[config.mk]
export PLATFORM = sky130hd
export DESIGN_NAME = dhcp_request_parser
export DESIGN_NICKNAME = d
export VERILOG_FILES = /design/src/rtl/dhcprp_pkg.sv /design/src/rtl/dhcp_request_parser.sv /design/src/rtl/dhcprp_core.sv /design/src/rtl/dhcprp_out_reg.sv
export VERILOG_INCLUDE_DIRS = /design/src /design/src/rtl
export SDC_FILE = /design/constraint.sdc
export NUM_CORES = 1
export LEC_CHECK = 0
export ABC_AREA = 1
export CAP_MARGIN = 20
export CORE_AREA = 2 2 165 167
export DETAILED_ROUTE_END_ITERATION = 12
export DIE_AREA = 0 0 167 169
export DONT_BUFFER_PORTS = 1
export HOLD_SLACK_MARGIN = 0.02
export PLACE_DENSITY_LB_ADDON = 0.25
export RECOVER_POWER = 100
export SETUP_SLACK_MARGIN = 0.3
export SLEW_MARGIN = 20
export SYNTH_ARGS = -nofsm -noshare
export SYNTH_HDL_FRONTEND = slang
export SYNTH_SLANG_ARGS = --single-unit
[constraint.sdc]
create_clock -name clk -period 3.8 [get_ports clk]
set_clock_uncertainty 0.1 [all_clocks]
set_input_delay 0.57 -clock clk [delete_from_list [all_inputs] [get_ports clk]]
set_output_delay 0.57 -clock clk [all_outputs]
set_load 0.02 [all_outputs]
[src/rtl/dhcp_request_parser_assert.svh]
// Assertion macros of the DHCP request parser RTL.
`ifndef DHCP_REQUEST_PARSER_ASSERT_SVH
`define DHCP_REQUEST_PARSER_ASSERT_SVH

`ifndef SYNTHESIS

`define DHCPRP_ASSERT_SAME(label, clk, rst_n, cond, expr) \
    label: assert property (@(posedge clk) disable iff (!rst_n) (cond) |-> (expr)) \
        else $error("dhcp_request_parser: same-cycle check failed");

`define DHCPRP_ASSERT_NEXT(label, clk, rst_n, cond, expr) \
    label: assert property (@(posedge clk) disable iff (!rst_n) (cond) |=> (expr)) \
        else $error("dhcp_request_parser: next-cycle check failed");

`else

`define DHCPRP_ASSERT_SAME(label, clk, rst_n, cond, expr)

`define DHCPRP_ASSERT_NEXT(label, clk, rst_n, cond, expr)

`endif

`endif

[src/rtl/dhcprp_pkg.sv]
// Types and constants of the DHCP request parser.
`default_nettype none

package dhcprp_pkg;

    typedef enum logic [2:0] {
        ST_OK        = 3'd0,
        ST_BAD_OP    = 3'd1,
        ST_BAD_HTYPE = 3'd2,
        ST_BAD_HLEN  = 3'd3,
        ST_SHORT_HDR = 3'd4,
        ST_SHORT_OPT = 3'd5
    } status_t;

    typedef enum logic [6:0] {
        PH_HEADER   = 7'b0000001,
        PH_COOKIE   = 7'b0000010,
        PH_OPT_ID   = 7'b0000100,
        PH_OPT_LEN  = 7'b0001000,
        PH_OPT_VAL  = 7'b0010000,
        PH_OPT_SKIP = 7'b0100000,
        PH_DONE     = 7'b1000000
    } phase_t;

    typedef struct packed {
        status_t     status;
        logic [7:0]  message_type;
        logic [31:0] transaction_id;
        logic        broadcast;
        logic [31:0] client_ip;
        logic [47:0] client_mac;
    } result_t;

    localparam logic [31:0] OPTIONS_COOKIE = 32'h6382_5363;
    localparam logic [7:0]  OP_REQUEST   = 8'd1;
    localparam logic [7:0]  HTYPE_ETH    = 8'd1;
    localparam logic [7:0]  MAC_LEN      = 8'd6;
    localparam logic [7:0]  OPT_PAD      = 8'd0;
    localparam logic [7:0]  OPT_END      = 8'd255;
    localparam logic [7:0]  OPT_MSG_TYPE = 8'd53;
    localparam logic [7:0]  TYPE_LEN     = 8'd1;

    localparam logic [7:0]  POS_OP       = 8'd0;
    localparam logic [7:0]  POS_HTYPE    = 8'd1;
    localparam logic [7:0]  POS_HLEN     = 8'd2;
    localparam logic [7:0]  POS_XID      = 8'd4;
    localparam logic [7:0]  POS_FLAGS    = 8'd10;
    localparam logic [7:0]  POS_CIADDR   = 8'd12;
    localparam logic [7:0]  POS_CHADDR   = 8'd28;
    localparam int          CHADDR_LEN   = 16;
    localparam int          SNAME_LEN    = 64;
    localparam int          BOOTFILE_LEN = 128;
    localparam logic [7:0]  HEADER_LEN   = 8'(28 + CHADDR_LEN + SNAME_LEN + BOOTFILE_LEN);
    localparam logic [7:0]  COOKIE_END   = HEADER_LEN + 8'd4;
    localparam int          BCAST_BIT    = 7;

endpackage

`default_nettype wire

[src/rtl/dhcp_request_parser.sv]
// Top level of the DHCP request parser.
`default_nettype none

// The parser takes one message byte per word and keeps up with one word every clock
// cycle. The result of a message is registered and shown in the cycle after its last
// byte is taken; ordinary bytes are always accepted, and a last byte is stalled only
// while the previous result is still held by a stalled result channel.
module dhcp_request_parser (
    input  wire logic        clk,
    input  wire logic        rst_n,
    input  wire logic        msg_valid,
    output logic             msg_stall,
    input  wire logic [7:0]  data_byte,
    input  wire logic        last,
    output logic             result_valid,
    input  wire logic        result_stall,
    output logic [2:0]       status,
    output logic [7:0]       message_type,
    output logic [31:0]      transaction_id,
    output logic             broadcast,
    output logic [31:0]      client_ip,
    output logic [47:0]      client_mac
);
    import dhcprp_pkg::*;

    `include "dhcp_request_parser_assert.svh"

    logic    fire;
    logic    fire_last;
    result_t res_comb;
    result_t res_q;

    assign msg_stall = last & result_valid & result_stall;
    assign fire      = msg_valid & ~msg_stall;
    assign fire_last = fire & last;

    dhcprp_core u_core (
        .clk       (clk),
        .rst_n     (rst_n),
        .fire      (fire),
        .data_byte (data_byte),
        .last      (last),
        .res       (res_comb)
    );

    dhcprp_out_reg u_out (
        .clk    (clk),
        .rst_n  (rst_n),
        .load   (fire_last),
        .res_in (res_comb),
        .hold   (result_stall),
        .valid  (result_valid),
        .res_q  (res_q)
    );

    assign status         = res_q.status;
    assign message_type   = res_q.message_type;
    assign transaction_id = res_q.transaction_id;
    assign broadcast      = res_q.broadcast;
    assign client_ip      = res_q.client_ip;
    assign client_mac     = res_q.client_mac;

    `DHCPRP_ASSERT_NEXT(a_last_gives_result, clk, rst_n, fire_last, result_valid)
    `DHCPRP_ASSERT_NEXT(a_no_spurious_result, clk, rst_n, !result_valid && !fire_last, !result_valid)
    `DHCPRP_ASSERT_SAME(a_fail_clears_fields, clk, rst_n, result_valid && status != ST_OK,
        message_type == 8'd0 && transaction_id == 32'd0 && !broadcast
        && client_ip == 32'd0 && client_mac == 48'd0)

endmodule

`default_nettype wire

[src/rtl/dhcprp_core.sv]
// Per-word parse state of the DHCP request parser and the result it forms.
`default_nettype none

module dhcprp_core (
    input  wire logic               clk,
    input  wire logic               rst_n,
    input  wire logic               fire,
    input  wire logic [7:0]         data_byte,
    input  wire logic               last,
    output dhcprp_pkg::result_t     res
);
    import dhcprp_pkg::*;

    logic [7:0]  pos_reg, pos_next;
    phase_t      phase_reg, phase_next;
    status_t     err_reg, err_next;
    logic        is_type_reg, is_type_next;
    logic [7:0]  skip_reg, skip_next;
    logic [31:0] cookie_reg, cookie_next;
    logic [31:0] xid_reg, xid_next;
    logic        bcast_reg, bcast_next;
    logic [31:0] ip_reg, ip_next;
    logic [47:0] mac_reg, mac_next;
    logic [7:0]  type_reg, type_next;

    always_comb
    begin
        pos_next     = pos_reg;
        phase_next   = phase_reg;
        err_next     = err_reg;
        is_type_next = is_type_reg;
        skip_next    = skip_reg;
        cookie_next  = cookie_reg;
        xid_next     = xid_reg;
        bcast_next   = bcast_reg;
        ip_next      = ip_reg;
        mac_next     = mac_reg;
        type_next    = type_reg;

        if (err_reg == ST_OK)
        begin
            case (phase_reg)
                PH_HEADER:
                begin
                    if (pos_reg == POS_OP && data_byte != OP_REQUEST)
                        err_next = ST_BAD_OP;
                    if (pos_reg == POS_HTYPE && data_byte != HTYPE_ETH)
                        err_next = ST_BAD_HTYPE;
                    if (pos_reg == POS_HLEN && data_byte != MAC_LEN)
                        err_next = ST_BAD_HLEN;
                    if (pos_reg >= POS_XID && pos_reg < POS_XID + 8'd4)
                        xid_next = {xid_reg[23:0], data_byte};
                    if (pos_reg == POS_FLAGS)
                        bcast_next = data_byte[BCAST_BIT];
                    if (pos_reg >= POS_CIADDR && pos_reg < POS_CIADDR + 8'd4)
                        ip_next = {ip_reg[23:0], data_byte};
                    if (pos_reg >= POS_CHADDR && pos_reg < POS_CHADDR + MAC_LEN)
                        mac_next = {mac_reg[39:0], data_byte};
                    pos_next = pos_reg + 8'd1;
                    if (pos_next == HEADER_LEN)
                        phase_next = PH_COOKIE;
                    else if (last && err_next == ST_OK)
                        err_next = ST_SHORT_HDR;
                end
                PH_COOKIE:
                begin
                    cookie_next = {cookie_reg[23:0], data_byte};
                    pos_next    = pos_reg + 8'd1;
                    if (pos_next == COOKIE_END)
                        phase_next = (cookie_next == OPTIONS_COOKIE) ? PH_OPT_ID : PH_DONE;
                end
                PH_OPT_ID:
                begin
                    if (data_byte == OPT_END)
                        phase_next = PH_DONE;
                    else if (!last && data_byte != OPT_PAD)
                    begin
                        is_type_next = (data_byte == OPT_MSG_TYPE);
                        phase_next   = PH_OPT_LEN;
                    end
                end
                PH_OPT_LEN:
                begin
                    if (is_type_reg && data_byte == TYPE_LEN)
                    begin
                        if (last)
                            err_next = ST_SHORT_OPT;
                        else
                            phase_next = PH_OPT_VAL;
                    end
                    else if (data_byte == 8'd0)
                        phase_next = PH_OPT_ID;
                    else if (last)
                        err_next = ST_SHORT_OPT;
                    else
                    begin
                        skip_next  = data_byte;
                        phase_next = PH_OPT_SKIP;
                    end
                end
                PH_OPT_VAL:
                begin
                    type_next  = data_byte;
                    phase_next = PH_OPT_ID;
                end
                PH_OPT_SKIP:
                begin
                    skip_next = skip_reg - 8'd1;
                    if (skip_next == 8'd0)
                        phase_next = PH_OPT_ID;
                    else if (last)
                        err_next = ST_SHORT_OPT;
                end
                default:
                begin
                    phase_next = phase_reg;
                end
            endcase
        end

        res.status = err_next;
        if (err_next == ST_OK)
        begin
            res.message_type   = type_next;
            res.transaction_id = xid_next;
            res.broadcast      = bcast_next;
            res.client_ip      = ip_next;
            res.client_mac     = mac_next;
        end
        else
        begin
            res.message_type   = 8'd0;
            res.transaction_id = 32'd0;
            res.broadcast      = 1'b0;
            res.client_ip      = 32'd0;
            res.client_mac     = 48'd0;
        end
    end

    always_ff @(posedge clk or negedge rst_n)
    begin
        if (!rst_n)
        begin
            pos_reg     <= 8'd0;
            phase_reg   <= PH_HEADER;
            err_reg     <= ST_OK;
            is_type_reg <= 1'b0;
            skip_reg    <= 8'd0;
            cookie_reg  <= 32'd0;
            xid_reg     <= 32'd0;
            bcast_reg   <= 1'b0;
            ip_reg      <= 32'd0;
            mac_reg     <= 48'd0;
            type_reg    <= 8'd0;
        end
        else if (fire)
        begin
            if (last)
            begin
                pos_reg     <= 8'd0;
                phase_reg   <= PH_HEADER;
                err_reg     <= ST_OK;
                is_type_reg <= 1'b0;
                skip_reg    <= 8'd0;
                cookie_reg  <= 32'd0;
                xid_reg     <= 32'd0;
                bcast_reg   <= 1'b0;
                ip_reg      <= 32'd0;
                mac_reg     <= 48'd0;
                type_reg    <= 8'd0;
            end
            else
            begin
                pos_reg     <= pos_next;
                phase_reg   <= phase_next;
                err_reg     <= err_next;
                is_type_reg <= is_type_next;
                skip_reg    <= skip_next;
                cookie_reg  <= cookie_next;
                xid_reg     <= xid_next;
                bcast_reg   <= bcast_next;
                ip_reg      <= ip_next;
                mac_reg     <= mac_next;
                type_reg    <= type_next;
            end
        end
    end

endmodule

`default_nettype wire

[src/rtl/dhcprp_out_reg.sv]
// Result register of the DHCP request parser with its valid flag.
`default_nettype none

module dhcprp_out_reg (
    input  wire logic               clk,
    input  wire logic               rst_n,
    input  wire logic               load,
    input  wire dhcprp_pkg::result_t res_in,
    input  wire logic               hold,
    output logic                    valid,
    output dhcprp_pkg::result_t     res_q
);
    import dhcprp_pkg::*;

    logic    valid_reg, valid_next;
    result_t res_reg;

    assign valid_next = load | (valid_reg & hold);

    always_ff @(posedge clk or negedge rst_n)
    begin
        if (!rst_n)
            valid_reg <= 1'b0;
        else
            valid_reg <= valid_next;
    end

    always_ff @(posedge clk)
    begin
        if (load)
            res_reg <= res_in;
    end

    assign valid = valid_reg;
    assign res_q = res_reg;

endmodule

`default_nettype wire
After elaboration in Yosys (flattened, before gate mapping) --
Cells that the tools add are included.
Word-level totals: bits in registers 297, output and inout port bits 126, word-level logic and storage cells 147, input bits 13
Cells by class: muxes and demuxes 60, reductions and logical operators 30, $lt $le $gt $ge 6, bitwise operators 7, equal/unequal tests 24, add/subtract/negate cells 2
Operators with widths (count):
- $mux W32 | 8
- $mux W48 | 4
- $mux W8 | 10
- $mux W24 | 3
- $mux W7 | 9
- $pmux W7 S6 | 1
- $mux W3 | 13
- $eq A32 B31 Y1 const B | 1
- $eq A8 B8 Y1 const B | 3
- $logic_not A8 Y1 | 3
- $eq A8 B1 Y1 const B | 2
- $pmux W8 S2 | 1
- $reduce_and A5 Y1 | 2
- $reduce_bool A2 Y1 | 5
- $logic_and A1 B1 Y1 | 9
- $logic_not A3 Y1 | 3
- $mux W1 | 9
- $ne A3 B2 Y1 const B | 3
- $pmux W3 S3 | 1
- $add A8 B1 Y8 const B | 1
- $eq A8 B2 Y1 const B | 1
- $eq A8 B4 Y1 const B | 1
- $eq A8 B6 Y1 const B | 1
- $ge A8 B3 Y1 const B | 1
- 28 further kinds | 34

Logic depth before layout (Yosys ltp) --
word-level depth 14, gate-level depth with buffers 16

Modules after synthesis --
From an unflattened synthesis, not the netlist that was laid out.
Unflattened totals: cells, all modules 1370, area total of the unflattened synthesis 13701.9 um^2
By module, submodules not included:
- dhcprp_core | instances 1, cells an instance 1235, sequential area each 4305.4 um^2, area each 9913.3 um^2
- dhcprp_out_reg | instances 1, cells an instance 128, sequential area each 3748.6 um^2, area each 3759.9 um^2
- dhcp_request_parser | instances 1, cells an instance 7, sequential area each 0.0 um^2, area each 28.8 um^2

Least setup slack after synthesis --
No wires, ideal clock.
path kind input port to flip-flop, start point input result_stall, end point register u_core.is_type_reg, arrival time 3.876 ns, cell stages on the path 7, buffers on the path 0, library setup time 0.104 ns, path slack -0.280 ns, cell sequence nand2_1 -> o21ai_1 -> clkinv_1 -> nand2_1 -> inv_1 -> a31oi_1 -> o31ai_1
Between the ends: cells in the longest elaborated chain, start to end 4
RTL lines:
- start, declared | line dhcp_request_parser.sv:16 | input wire logic result_stall,
- $and A1 B1 Y1 | line dhcp_request_parser.sv:33 | assign msg_stall = last & result_valid & result_stall;
- $not A1 Y1 | line dhcp_request_parser.sv:34 | assign fire = msg_valid & ~msg_stall;
- $and A1 B1 Y1 | line dhcp_request_parser.sv:34
- $reduce_and A5 Y1 (no line)
- end signal, assigned | line dhcprp_core.sv:177 | is_type_reg <= is_type_next;
- end, declared | line dhcprp_core.sv:17 | logic is_type_reg, is_type_next;
Every way passes these cells. A chain may end at the register's enable or synchronous reset.

Final worst setup path --
start point register u_out.valid_reg, in the netlist u_out.valid, end point register u_core.err_reg[1]
Between the ends: cells in the longest elaborated chain, start to end 4
RTL lines:
- start, declared | line dhcprp_out_reg.sv:15 | logic valid_reg, valid_next;
- start signal, assigned | line dhcprp_out_reg.sv:25 | valid_reg <= valid_next;
- $and A1 B1 Y1 (2 in series) | line dhcp_request_parser.sv:33
- $not A1 Y1 | line dhcp_request_parser.sv:34
- $and A1 B1 Y1 | line dhcp_request_parser.sv:34
- end signal, assigned | line dhcprp_core.sv:176 | err_reg <= err_next;
- end, declared | line dhcprp_core.sv:16 | status_t err_reg, err_next;
Every way passes these cells.

==> flow_summary.json <==
{
  "status": "complete, but fails checks",
  "violations": "hold timing, slew limit",
  "slew_headroom_pct": -1.15,
  "power_leakage_nw": 6.37,
  "syn_inst": 1353,
  "r2r_slack_ns": 0.55,
  "maxCapViolCount": 0,
  "hp-class": "primary input to async pin",
  "die_area_sq_um": 28200,
  "place_inst": 1622,
  "setup_viol": 0,
  "finalCritPeriodShare_pct": 85.4,
  "crit_path_max_incr_delay_ns": 0.88,
  "grt_antenna_before_repair": 0,
  "layout_common_cells": "nand2_1, inv_1, dfrtp_1, o22ai_1, o21ai_0",
  "power_density_nw_per_um2": 616,
  "synth_cell_types": 39,
  "n_antenna_cell": 0,
  "slowest_stage": "o21ai_0",
  "htreeDepth": 1,
  "clockRootBuffer": "clkbuf_16",
  "drtAntennaViolNets": 0,
  "cts_tree": "yes",
  "crit_chain": "nand2_8 -> o21ai_0 -> inv_4 -> nand2_1 -> clkinvlp_2 -> buf_2 -> a211oi_1",
  "postSynthAreaPerCell_sq_um": 10.0,
  "postCtsSetupRepairBufs": 0,
  "drive_above_1_share_pct": 6.42,
  "initial_core_util_pct": 51.2,
  "numClockSinks": 297,
  "mostFrequentLayoutCell": "nand2_1",
  "fin_cells": 1680,
  "viasPerCell": 5.62,
  "drtIter0Drc": 855,
  "largest_register_ffs": 124,
  "nNetsFinal": 1333,
  "netlist_top_cells_area": "dfrtp_1, edfxtp_1, nor3_2, o22ai_1, nand2_1",
  "die_w_um": 167,
  "syn-num-nets": 1372,
  "fin_crit_ns": 3.25,
  "rows": 60,
  "grt_overflow": 0,
  "fillers": 2374,
  "syn_area_sq_um": 13600,
  "synth-seq-cells": 297,
  "drcViolationCount": 0,
  "ys_warn_count": 0,
  "yosysTopAreaCellShare_pct": 31.7,
  "core_area_sq_um": 26500,
  "worstSetupStartpointType": "flop",
  "register_area_sq_um": 8050,
  "crit_type": "flop to flop",
  "cts_made_buffers": 31,
  "place_hpwl_mm": 19.2,
  "worst_setup_path_end_kind": "flop",
  "hold_slack_ns": -0.380,
  "rsz0062_at_grt": "no",
  "grt_use_total_pct": 22.0,
  "setup_tns_ns": 0,
  "wire_per_inst_um": 18.7,
  "max_freq_ghz": 0.308,
  "ir_drop_mv": 0.380,
  "wirelength_mm": 31.4,
  "die_h_um": 169,
  "worst_pin_slew_ns": 1.52,
  "ys_seq_area_share_pct": 59.4,
  "critPathRequiredTime_ns": 4.14,
  "hold_viol": 173,
  "reg2reg_depth": 7,
  "worstPathMaxFanout": 57,
  "dr.pass1.iters": 5,
  "drv_slew": 60,
  "pin_count": 139,
  "clock_latency_ns": 0.55,
  "vias": 9440,
  "area_delta_synth_final_pct": 6.05,
  "grt_pass1_wl_mm": 50.0,
  "multi_input_area_sq_um": 3970,
  "grt_pass1_vias": 9024,
  "cts_buffer_depth": 3,
  "grt_start_max_net_pins": 174,
  "cp.arrival_ns": 3.59,
  "synth_area_leader_cell": "dfrtp_1",
  "cts_resized": 0,
  "path_clk_slew_ns": 0.06,
  "globalplace.congestion": 0.891,
  "port_buffers": 0
}
[worst max-delay path, delay by kind of cell (launching register included)]
| family | cells | cell delay [ns] |
|---|---|---|
| AO/OA/AOI/OAI | 2 | 1.30 |
| buffers and inverters | 3 | 0.84 |
| flip-flops | 1 | 0.55 |
| AND/OR/NAND/NOR | 2 | 0.34 |
[where the power goes]
group          total, mW  internal (mW)  switching (mW)
Combinational       1.82          0.459            1.36
Clock               3.18           1.96            1.22
Sequential          3.86           3.63           0.235
[metrics by stage]
step / utilization [%] / hold WS [ns] / power (mW) / instance area, sq um / setup WS [ns]
finish: 54.3 / -0.380 / 8.85 / 14400 / 0.553
global route: 54.3 / -0.413 / 9.27 / 14400 / 0.293
CTS: 56.1 / -0.403 / 9.25 / 14900 / 0.794
detailed placement: 52.0 / 0.184 / 6.07 / 13800 / 0.796
global placement: 52.0 / 0.184 / 6.04 / 13800 / 0.852
floorplan: - / 0.174 / 5.66 / 13600 / 0.291
[area by class of cell]
| type | instances | area share, % |
|---|---|---|
| sequential | 297 | 56.0 |
| clock buffer | 47 | 6.23 |
| timing repair buffer | 15 | 0.992 |
| clock inverter | 11 | 1.29 |
| multi-input combinational | 780 | 27.6 |
| tap | 341 | 2.97 |
| inverter | 189 | 4.96 |
[synth_stat cells (all sizes together)]
cell type,n
inv,188
clkinv,1
nand3b,1
or2,1
ha,6
a21boi,2
and2,1
nand2,223
buf,33
nor2,47
a211oi,1
and3,1
nand4,12
o21ai,153
a21oi,9
dfrtp,172
a22o,1
xor2,2
o22ai,143
nor4,5
dfstp,1
nand3,31
clkbuf,54
o2111ai,1
edfxtp,124
o211ai,3
a31oi,1
nor3,130
o31ai,2
xnor2,4
[worst paths after layout]
kind / startpoint / to
max in group asynchronous: rst_n / u_core.phase_reg[0]$_DFFE_PN1P_
hold / removal: rst_n / u_core.skip_reg[5]$_DFFE_PN0P_
setup reg to reg: u_out.valid$_DFF_PN0_ / u_core.err_reg[1]$_DFFE_PN0P_
hold reg to reg: u_core.is_type_reg$_DFFE_PN0P_ / u_core.is_type_reg$_DFFE_PN0P_
min in group clk: result_stall / u_out.valid$_DFF_PN0_
setup / recovery: u_out.valid$_DFF_PN0_ / u_core.err_reg[1]$_DFFE_PN0P_
[kinds of logic after synthesis]
family                     after synthesis  share of synthesized area (%)
adders and majority gates                6                          0.554
xor gates and xnor gates                 6                          0.387
DFF                                    297                           59.4
and+or+nand+nor                        452                           17.9
AOI/OAI and AO/OA                      316                           13.2
buffers and inverters                  276                           8.54
[metal layers]
layer	track usage [%]	share of wire [%]	vias up
li1	-	-	4585
met1	30.9	44	4525
met2	35.1	48	280
met3	4.54	6.2	50
met4	6.11	2.0	0
met5	0	0	-
No activity file was read; power rests on OpenSTA's default activity.
